`src/rtl/core/dqmp_pkg.sv`:
```
// Shared types and constants for the double-ended queue with max purge.
package dqmp_pkg;

	localparam int MODE_W  = 3;
	localparam int VAL_W   = 32;
	localparam int CNT_W   = 7;
	localparam int STAT_W  = 2;

	typedef enum logic [MODE_W-1:0] {
		MODE_PUSH_FRONT = 3'd0,
		MODE_PUSH_BACK  = 3'd1,
		MODE_DROP_FRONT = 3'd2,
		MODE_DROP_BACK  = 3'd3,
		MODE_CLEAR      = 3'd4,
		MODE_PURGE_MAX  = 3'd5
	} mode_t;

	typedef enum logic [STAT_W-1:0] {
		ST_DONE  = 2'd0,
		ST_FULL  = 2'd1,
		ST_EMPTY = 2'd2
	} status_t;

	typedef enum logic [1:0] {
		S_IDLE,
		S_SCAN,
		S_COMPACT
	} state_t;

	localparam logic signed [VAL_W-1:0] VAL_MIN = {1'b1, {(VAL_W-1){1'b0}}};

endpackage

```
`src/rtl/core/dqmp_ram.sv`:
```
// Generic single-write, single-read RAM with registered read data.
module dqmp_ram #(
	parameter int WIDTH = 32,
	parameter int DEPTH = 64
) (
	input  logic                     clk,
	input  logic                     we,
	input  logic [$clog2(DEPTH)-1:0] waddr,
	input  logic [WIDTH-1:0]         wdata,
	input  logic [$clog2(DEPTH)-1:0] raddr,
	output logic [WIDTH-1:0]         rdata
);

	logic [WIDTH-1:0] mem [DEPTH];

	always_ff @(posedge clk) begin
		if (we) begin
			mem[waddr] <= wdata;
		end
		rdata <= mem[raddr];
	end

endmodule

```
`src/rtl/core/deque_with_max_purge_top.sv`:
```
// Top level of the bounded double-ended queue of signed values with max purge.
//
// Usage:
//   Input channel (in_valid/in_ready) carries one item: mode, value, count.
//   Output channel (out_valid/out_ready) returns one result item per input
//   item: status, occupancy, removed, max_value.
//   Push front/back, drop front/back and clear finish at the accepting edge;
//   the result is valid in the next cycle, so one such item per cycle flows
//   as long as the receiver takes results.
//   A max purge over n held entries runs in two passes after acceptance:
//   the first reads every entry through the single RAM read port to find
//   the maximum, the second reads them again and writes the survivors back
//   in order through the write port. The scan uses a signed greater-than and
//   the compaction a not-equal compare. in_ready is low meanwhile.
//   Reset (arst_n low) empties the queue and returns the head to slot 0;
//   the entry RAM itself is not cleared and needs no clearing pass.
//   When the receiver stalls, the result holds in the output register and
//   in_ready stays low until that result is taken (or is taken in the same
//   cycle a new item is accepted).
module deque_with_max_purge_top #(
	parameter int DEPTH = 64
) (
	input  logic                              clk,
	input  logic                              arst_n,
	input  logic                              in_valid,
	output logic                              in_ready,
	input  logic [dqmp_pkg::MODE_W-1:0]       mode,
	input  logic signed [dqmp_pkg::VAL_W-1:0] value,
	input  logic [dqmp_pkg::CNT_W-1:0]        count,
	output logic                              out_valid,
	input  logic                              out_ready,
	output logic [dqmp_pkg::STAT_W-1:0]       status,
	output logic [dqmp_pkg::CNT_W-1:0]        occupancy,
	output logic [dqmp_pkg::CNT_W-1:0]        removed,
	output logic signed [dqmp_pkg::VAL_W-1:0] max_value
);

	import dqmp_pkg::*;

	// Index width, count width (holds DEPTH itself), sum width, and a width that
	// also covers the 7-bit result and count fields.
	localparam int AW = $clog2(DEPTH);
	localparam int CW = $clog2(DEPTH + 1);
	localparam int SW = CW + 1;
	localparam int OW = (CW > CNT_W) ? CW : CNT_W;

	// Ring slot of an offset from the head; the sum stays below 2*DEPTH.
	function automatic logic [AW-1:0] slot_of(input logic [AW-1:0] h,
			input logic [CW-1:0] off);
		logic [SW-1:0] s;
		s = {{(SW-AW){1'b0}}, h} + {1'b0, off};
		if (s >= SW'(DEPTH)) begin
			s = s - SW'(DEPTH);
		end
		return s[AW-1:0];
	endfunction

	// Control state
	state_t        state_q, state_d;
	logic [AW-1:0] head_q, head_d;
	logic [CW-1:0] fill_q, fill_d;
	logic [CW-1:0] rd_q, rd_d;       // offset of the next read in a purge pass
	logic [CW-1:0] k_q, k_d;         // survivors written so far
	logic          rv_s1;            // RAM read data is valid this cycle
	logic          iss;
	logic signed [VAL_W-1:0] max_q, max_d;

	// Result register
	logic                    out_valid_q;
	status_t                 status_q;
	logic [CNT_W-1:0]        occupancy_q;
	logic [CNT_W-1:0]        removed_q;
	logic signed [VAL_W-1:0] max_value_q;

	logic                    ld_out;
	status_t                 st_o;
	logic [CW-1:0]           rem_o;
	logic signed [VAL_W-1:0] max_o;
	logic [OW-1:0]           occ_w;
	logic [OW-1:0]           rem_w;

	// RAM port signals
	logic             we;
	logic [AW-1:0]    waddr;
	logic [VAL_W-1:0] wdata;
	logic [AW-1:0]    raddr;
	logic [VAL_W-1:0] rdata;

	logic          in_acc;
	logic          is_full;
	logic          is_empty;
	logic [OW-1:0] cnt_ext;
	logic [OW-1:0] fill_ext;
	logic [CW-1:0] drop_n;

	// Compares of the current RAM word against the running maximum
	logic cmp_gt;
	logic cmp_ne;

	assign cmp_gt = $signed(rdata) > max_q;
	assign cmp_ne = $signed(rdata) != max_q;

	assign in_ready = (state_q == S_IDLE) && (!out_valid_q || out_ready);
	assign in_acc   = in_valid && in_ready;
	assign is_full  = (fill_q == CW'(DEPTH));
	assign is_empty = (fill_q == '0);

	// Saturate a drop at the current fill
	assign cnt_ext  = OW'(count);
	assign fill_ext = OW'(fill_q);
	assign drop_n   = (cnt_ext < fill_ext) ? cnt_ext[CW-1:0] : fill_q;

	dqmp_ram #(
		.WIDTH(VAL_W),
		.DEPTH(DEPTH)
	) u_ram (
		.clk  (clk),
		.we   (we),
		.waddr(waddr),
		.wdata(wdata),
		.raddr(raddr),
		.rdata(rdata)
	);

	// Next state, datapath control and RAM accesses
	always_comb begin
		state_d = state_q;
		head_d  = head_q;
		fill_d  = fill_q;
		rd_d    = rd_q;
		k_d     = k_q;
		max_d   = max_q;
		iss     = 1'b0;
		ld_out  = 1'b0;
		st_o    = ST_DONE;
		rem_o   = '0;
		max_o   = '0;
		we      = 1'b0;
		waddr   = slot_of(head_q, k_q);
		wdata   = value;
		raddr   = slot_of(head_q, rd_q);

		unique case (state_q)
			S_IDLE: begin
				if (in_acc) begin
					ld_out = 1'b1;
					unique case (mode) inside
						MODE_PUSH_FRONT: begin
							if (is_full) begin
								st_o = ST_FULL;
							end else begin
								head_d = (head_q == '0) ? AW'(DEPTH - 1) : head_q - 1'b1;
								we     = 1'b1;
								waddr  = head_d;
								fill_d = fill_q + 1'b1;
							end
						end
						MODE_PUSH_BACK: begin
							if (is_full) begin
								st_o = ST_FULL;
							end else begin
								we     = 1'b1;
								waddr  = slot_of(head_q, fill_q);
								fill_d = fill_q + 1'b1;
							end
						end
						MODE_DROP_FRONT, MODE_DROP_BACK: begin
							if (is_empty) begin
								st_o = ST_EMPTY;
							end else begin
								if (mode == MODE_DROP_FRONT) begin
									head_d = slot_of(head_q, drop_n);
								end
								fill_d = fill_q - drop_n;
								rem_o  = drop_n;
							end
						end
						MODE_CLEAR: begin
							if (is_empty) begin
								st_o = ST_EMPTY;
							end else begin
								rem_o  = fill_q;
								fill_d = '0;
								head_d = '0;
							end
						end
						MODE_PURGE_MAX: begin
							if (is_empty) begin
								st_o = ST_EMPTY;
							end else begin
								ld_out  = 1'b0;
								state_d = S_SCAN;
								rd_d    = '0;
								max_d   = VAL_MIN;
							end
						end
						default: begin
						end
					endcase
				end
			end
			S_SCAN: begin
				if (rd_q != fill_q) begin
					iss  = 1'b1;
					rd_d = rd_q + 1'b1;
				end
				if (rv_s1 && cmp_gt) begin
					max_d = $signed(rdata);
				end
				if (rd_q == fill_q) begin
					state_d = S_COMPACT;
					rd_d    = '0;
					k_d     = '0;
				end
			end
			S_COMPACT: begin
				if (rd_q != fill_q) begin
					iss  = 1'b1;
					rd_d = rd_q + 1'b1;
				end
				if (rv_s1 && cmp_ne) begin
					we    = 1'b1;
					waddr = slot_of(head_q, k_q);
					wdata = rdata;
					k_d   = k_q + 1'b1;
				end
				if (rd_q == fill_q) begin
					state_d = S_IDLE;
					ld_out  = 1'b1;
					fill_d  = k_d;
					rem_o   = fill_q - k_d;
					max_o   = max_q;
				end
			end
			default: begin
				state_d = S_IDLE;
			end
		endcase
	end

	assign occ_w = OW'(fill_d);
	assign rem_w = OW'(rem_o);

	always_ff @(posedge clk or negedge arst_n) begin
		if (!arst_n) begin
			state_q <= S_IDLE;
		end else begin
			state_q <= state_d;
		end
	end

	always_ff @(posedge clk or negedge arst_n) begin
		if (!arst_n) begin
			head_q      <= '0;
			fill_q      <= '0;
			rd_q        <= '0;
			k_q         <= '0;
			rv_s1       <= 1'b0;
			out_valid_q <= 1'b0;
		end else begin
			head_q <= head_d;
			fill_q <= fill_d;
			rd_q   <= rd_d;
			k_q    <= k_d;
			rv_s1  <= iss;
			// Hold a result until taken; a new load replaces one taken now
			if (ld_out) begin
				out_valid_q <= 1'b1;
			end else if (out_ready) begin
				out_valid_q <= 1'b0;
			end
		end
	end

	// Payload registers: running maximum and result fields
	always_ff @(posedge clk) begin
		max_q <= max_d;
		if (ld_out) begin
			status_q    <= st_o;
			occupancy_q <= occ_w[CNT_W-1:0];
			removed_q   <= rem_w[CNT_W-1:0];
			max_value_q <= max_o;
		end
	end

	assign out_valid = out_valid_q;
	assign status    = status_q;
	assign occupancy = occupancy_q;
	assign removed   = removed_q;
	assign max_value = max_value_q;

	// Fill never exceeds the ring size
	a_fill_bound: assert property (@(posedge clk) disable iff (!arst_n)
		fill_q <= CW'(DEPTH))
		else $error("fill count beyond DEPTH");

	// No result is pending while a purge runs
	a_purge_no_result: assert property (@(posedge clk) disable iff (!arst_n)
		(state_q != S_IDLE) |-> !out_valid_q)
		else $error("result pending during purge");

	// Compaction never writes ahead of what it has read
	a_compact_order: assert property (@(posedge clk) disable iff (!arst_n)
		(state_q == S_COMPACT) |-> (k_q <= rd_q))
		else $error("compaction write pointer ahead of read pointer");

	// An accepted push into a non-full queue grows it by one
	a_push_grows: assert property (@(posedge clk) disable iff (!arst_n)
		(in_valid && in_ready && !is_full &&
			(mode == MODE_PUSH_FRONT || mode == MODE_PUSH_BACK))
		|=> (fill_q == $past(fill_q) + 1'b1))
		else $error("push did not grow fill count");

endmodule
```
`config.mk`:
```
export PLATFORM = sky130hd
export DESIGN_NAME = deque_with_max_purge_top
export DESIGN_NICKNAME = d
export VERILOG_FILES = /design/src/rtl/core/dqmp_pkg.sv /design/src/rtl/core/dqmp_ram.sv /design/src/rtl/core/deque_with_max_purge_top.sv
export SDC_FILE = /design/constraint.sdc
export NUM_CORES = 2
export LEC_CHECK = 0
export BUFFER_PORTS_ARGS = -buffer_cell sky130_fd_sc_hd__buf_2
export CAP_MARGIN = 20
export CORE_UTILIZATION = 63
export CTS_CLUSTER_SIZE = 10
export DETAILED_ROUTE_END_ITERATION = 7
export GPL_ROUTABILITY_DRIVEN = 1
export PLACE_DENSITY = 0.78
export SLEW_MARGIN = 5
export SYNTH_ARGS = -nofsm -noshare
export SYNTH_HDL_FRONTEND = slang
export SYNTH_SLANG_ARGS = --single-unit
```
`constraint.sdc`:
```
create_clock -name clk -period 6 [get_ports clk]
set_input_delay 1.2 -clock clk [delete_from_list [all_inputs] [get_ports clk]]
set_output_delay 1.2 -clock clk [all_outputs]
set_load 0.1 [all_outputs]
```
After elaboration in Yosys (flattened, before gate mapping)
Memories as Yosys holds them, arrays and structs flattened. A register that Yosys moved wholly into a read port is not among the register bits.
Cells that the tools add are included.
W data, S select, Z words.
{"block": "totals", "mem_count": 1, "latchBits": 0, "output_inout_bits": 50, "word_cells": 151, "romBits": 0, "register_bits": 111, "ramBits": 2048, "in_bits": 46}
{"name": "u_ram.mem", "depth": 64, "width": 32, "read_ports": 1, "rd_ports_with_merged_regs": 1, "write_ports": 1, "line": "dqmp_ram.sv:14", "text": "logic [WIDTH-1:0] mem [DEPTH];"}
{"block": "classes", "mul": 0, "n_addsub": 14, "shift": 0, "bitwise": 0, "div_mod_pow": 0, "reduce_logical": 26, "mux": 71, "order_cmp": 6, "eq_ne": 21}
{"cell": "$mux W32", "n": 6}
{"cell": "$mux W7", "n": 18}
{"cell": "$mux W6", "n": 13}
{"cell": "$pmux W32 S2", "n": 1}
{"cell": "$pmux W7 S2", "n": 4}
{"cell": "$pmux W7 S3", "n": 2}
{"cell": "$add A6 B7 Y8", "n": 4}
{"cell": "$ge A8 B7 Y1 const B", "n": 4}
{"cell": "$gt A32 B32 Y1", "n": 1}
{"cell": "$ne A32 B32 Y1", "n": 1}
{"cell": "$sub A6 B1 Y6 const B", "n": 5}
{"cell": "$add A7 B1 Y7 const B", "n": 3}
{"cell": "$ne A2 B2 Y1 const B", "n": 9}
{"cell": "$pmux W6 S3", "n": 1}
{"cell": "$mux W1", "n": 15}
{"cell": "$sub A7 B7 Y7", "n": 2}
{"cell": "$mux W2", "n": 6}
{"cell": "$pmux W6 S2", "n": 1}
{"cell": "$reduce_and A5 Y1", "n": 2}
{"cell": "$eq A7 B7 Y1", "n": 1}
{"cell": "$eq A7 B7 Y1 const B", "n": 1}
{"cell": "$logic_not A7 Y1", "n": 1}
{"cell": "$lt A7 B7 Y1", "n": 1}
{"cell": "$ne A7 B7 Y1", "n": 1}
{"cell": "other kinds (22)", "n": 35}

Depth between registers and ports, before layout
{"block": "depth", "depth_word": 8, "depth_mapped": 19, "mapped_depth_nobuf": 17}

Cells and area by module
A second synthesis with hierarchy kept.
{"block": "hier_totals", "hier_cells": 4133, "area_unflattened_um2": 86523.0}
{"module": "dqmp_ram", "seq_area_each_um2": 62139.6, "cells_per_inst": 3328, "instances": 1, "area_each_um2": 78524.1}
{"module": "deque_with_max_purge_top", "seq_area_each_um2": 3178.0, "cells_per_inst": 805, "instances": 1, "area_each_um2": 7998.9}

Least setup slack after synthesis
OpenSTA, ideal clock, no wires.
{"block": "synth_path", "kind": "input to register", "startpoint": "input mode[1] (netlist bit)", "endpoint": "register max_q[0], enable pin", "cell_stages": 5, "setup_ns": 0.466, "t_arrival_ns": 4.158, "setup_slack_ns": 1.376, "path_buffers": 0, "required_ns": 5.534, "path_cell_list": "nand2b_1 > nor2_1 > a31o_2 > o21ai_0 > o21ai_0"}
{"block": "synth_between", "elab_chain_len": 3}
{"element": "start, declared", "line": "deque_with_max_purge_top.sv:27", "text": "input logic [dqmp_pkg::MODE_W-1:0] mode,"}
{"element": "$eq A3 B3 Y1 (no line)"}
{"element": "$ne A2 B1 Y1 (no line)"}
{"element": "$reduce_and A5 Y1 (no line)"}
{"element": "end signal, assigned", "line": "deque_with_max_purge_top.sv:277", "text": "max_q <= max_d;"}
{"element": "end, declared", "line": "deque_with_max_purge_top.sv:66", "text": "logic signed [VAL_W-1:0] max_q, max_d;"}
No other way between the ends.
A chain may end at the register's enable or synchronous reset.

Final worst setup path
{"block": "layout_path", "startpoint": "register u_ram.rdata[30], read port of u_ram.mem", "endpoint": "register removed_q[6], in the netlist removed[6] (data pin)"}
{"block": "layout_between", "elab_chain_len": 7}
{"element": "start, declared", "line": "dqmp_ram.sv:11", "text": "output logic [WIDTH-1:0] rdata"}
{"element": "$ne A32 B32 Y1", "line": "deque_with_max_purge_top.sv:101", "text": "assign cmp_ne = $signed(rdata) != max_q;"}
{"element": "$logic_and A1 B1 Y1", "line": "deque_with_max_purge_top.sv:221", "text": "if (rv_s1 && cmp_ne) begin"}
{"element": "$mux W7", "line": "deque_with_max_purge_top.sv:221"}
{"element": "$mux W7", "line": "deque_with_max_purge_top.sv:143", "text": "unique case (state_q)"}
{"element": "$sub A7 B7 Y7", "line": "deque_with_max_purge_top.sv:231", "text": "rem_o = fill_q - k_d;"}
{"element": "$mux W7", "line": "deque_with_max_purge_top.sv:227", "text": "if (rd_q == fill_q) begin"}
{"element": "$pmux W7 S2", "line": "deque_with_max_purge_top.sv:143"}
{"element": "net rem_o[6]", "line": "deque_with_max_purge_top.sv:77", "text": "logic [CW-1:0] rem_o;"}
{"element": "end signal, assigned", "line": "deque_with_max_purge_top.sv:281", "text": "removed_q <= rem_w[CNT_W-1:0];"}
{"element": "end, declared", "line": "deque_with_max_purge_top.sv:72", "text": "logic [CNT_W-1:0] removed_q;"}
The timed path passes the listed nets, and every way through them passes these cells. The select of a mux whose other input is x is not followed.

==> out/metrics.cfg <==
[routing]
drtIter0Drc=6451
vias=44060
routedWlPerCell_um=36.22
avgViaCountPerCell=7.127
ant_nets=0
drc=0
routed_wl_um=223900
drtPass1Iterations=7

[pwr]
sequentialPowerShare=0.367
p_int_w=0.03297
vdd_drop_max_mv=0.4336
comb_power_share=0.373
power_density_nw_per_um2=514.1
p_leak_nw=31.05
clock_power_share=0.260
p_switching_w=0.01700
switching_share=0.3402

[logic_synthesis]
avgSynthCellArea_sq_um=21.60
synth_edf_count=2128
synth_area_leader_cell=edfxtp_1
synthAdderAreaFrac=0.01310
synth_compound_gate_area_share=0.02403
synth_cell_types=78
ys.flop_type=edfxtp_1
synth_seq_cells=2191
synth_seq_area_share=0.7547
async_flop_share=0.01415
synth_xor_area_frac=0.005349
synthSimpleGateAreaFrac=0.02238
synth_most_common_cell=edfxtp_1
syn-num-nets=4140
syn_inst=4007
syn-cell-area_sq_um=86550
synth_top_family_by_area=multiplexers
ys_top_cells_by_count=edfxtp_1 (2128), mux4_2 (608), nor2_1 (172)
synthTopCellsByArea=edfxtp_1 (74%), mux4_2 (16%), ha_1 (1.2%), dfrtp_1 (0.90%), nor2_1 (0.75%)
netlist.area_leader.share=0.7383
muxShareOfSynthArea=0.1672
yosysWarnings=0

[timing]
period_needed_ns=4.736
hold_ws_ns=0.4615
final.setup_skew_ns=0.05130
fmax_ghz=0.2112
rsz0062_at_grt=no
slew_headroom=0.2440
hold_viol=0
final_max_slew_viol_count=0
finalSetupTns_ns=0
setup_viol=0
period_share=0.7893
worst_pin_slew_ns=1.131
fin_ws_ns=1.264

[cts]
cts_setup_buffers=0
cts_buffer_depth=3
cts_root_buf=clkbuf_16
h-tree-depth=4
clock-sinks=2191
cts_hold_buffers=0
post_cts_resized=0
cts_made_buffers=238
clk_pin_slew_worst_paths_ns=0.06
insertion_delay_ns=0.86
cts_tree=done

[setup_path]
reg2reg_from=u_ram.rdata[30]
critPathMaxFanout=9
crit_type=register to register
cp.arrival_ns=5.32
cp_data_required_time_ns=6.58
r2r_setup_slack_ns=1.26
worstSetupStartpointType=register
setup.worst_path.end_class=register
worst_r2r_endpoint=removed[6]
crit_path_start=u_ram.rdata[30]
reg2reg_depth=16

[grt]
grt_usage=0.3263
grt_pass1_wl_um=320400
antenna_found_initial=12
grt_overflow=0
grt_max_degree=98
grt_pass1_vias=44534

[place]
dpl.hpwl_um=121600
io_buffers=95
place_congestion=0.9252
placed_cell_area_sq_um=90240
dp_cells=5824
dp_slack_ns=0.9031

[floorplanning]
row_count=135
die_w_um=372.7
core_area_sq_um=135800
dieArea_sq_um=138900
die_y_um=372.7
start_util=0.6373
ios=96

[hold_path]
hp-class=input pin to asynchronous set/reset pin

[layout]
finalNetCount=4435
design_area_sq_um=97190
fillers=7449
layout.cells.non_filler=6182
drive_gt1_frac=0.2848
syn2layout_area_growth_pct=12.30

[outcome]
outcome=completed

[job]
drv_cap=0

area by class of cell:
class	instances	area [sq um]	share of cell area
Timing Repair Buffer	254	2137	0.02199
Sequential cell	2191	65320	0.6720
Inverter	66	247.7	0.002549
Clock buffer	325	6431	0.06617
Antenna cell	1	2.502	0.00002575
Multi-Input combinational cell	1551	20680	0.2127
Tap cell	1781	2228	0.02293
Clock inverter	13	151.4	0.001558
layout by cell type (no fill, tap or decap), types with 8 or more instances in the layout:
master	n
o22ai_1	37
a32oi_1	35
a21o_1	26
nor2_1	108
buf_12	34
mux2_2	33
o21ai_1	21
xnor2_1	31
and2_1	39
clkbuf_16	245
dfrtp_1	31
xor2_1	17
edfxtp_1	2128
inv_1	64
nand2_1	111
mux4_2	608
nor3_1	21
a211oi_1	8
dfxtp_1	32
nand2b_1	9
nand4_1	15
nand3_1	19
o21ai_0	57
a21oi_1	51
nor2_4	65
buf_4	121
clkbuf_1	80
buf_2	95
ha_1	80
a31oi_1	10
a22oi_1	8
mux2i_1	41
logic make-up (layout without fill, tap and decap cells):
kind of cell	Yosys count	in the layout
other cells	0	1
compound gates	308	308
fa+ha+maj	87	87
xor+xnor	52	52
mux	682	682
flops	2191	2191
buf+inv	265	658
simple gates	422	422
flip-flops by register name, indices dropped and copies added (netlist names), 2 cells and up:
signal and flops:
occupancy 7, u_ram.mem 2048, max_value 32, k_q 7, removed 7, max_q 32
head_q 6, rd_q 7, u_ram.rdata 32, status 2, state_q 2, fill_ext 7
routing by layer:
layer / GRT usage / share of wire
met3: 0.06926 / 0.10
met4: 0.1258 / 0.039
met5: 0 / 0.00064
met1: 0.4383 / 0.35
met2: 0.5322 / 0.50
critical path: stages, from the launching register on:
cell and delay, ns:
dfxtp_1 0.37, ha_1 0.33, nand4_1 0.11, nor3_1 0.74, and3_1 0.50, nand2b_1 0.43
xnor2_1 0.21, ha_1 0.20, inv_1 0.07, fa_1 0.43, a21o_1 0.18, a21oi_1 0.21
o21bai_1 0.09, a21oi_1 0.17, xnor2_1 0.15, xnor2_1 0.08, a22o_1 0.18
power groups by stage:
stage | Combinational (W) | Sequential (W) | Clock, W
6_report | 0.0187 | 0.0183 | 0.0130
5_1_grt | 0.0195 | 0.0184 | 0.0136
4_1_cts | 0.0185 | 0.0183 | 0.0131
3_5_place_dp | 0.0181 | 0.0186 | 0
3_3_place_gp | 0.0178 | 0.0186 | 0
2_1_floorplan | 0.0120 | 0.0193 | 0
per-stage QoR:
stage	util	total power, W
global placement	0.6642	0.03639
detailed placement	0.6644	0.03672
CTS	0.7129	0.04991
floorplan	-	0.03121
global route	0.7157	0.05146
finish	0.7157	0.04997
worst max-delay path by stage:
stage	to	slack, ns	cells after the start
after floorplan	max_q[0]	1.38	5
after global placement	u_ram.mem[18][26]	1.04	7
after detailed placement	u_ram.mem[18][26]	0.90	7
after CTS	removed[6]	1.31	17
after global routing	removed[6]	1.00	17
final	removed[6]	1.26	16
Power figures use the tool's default switching activity.
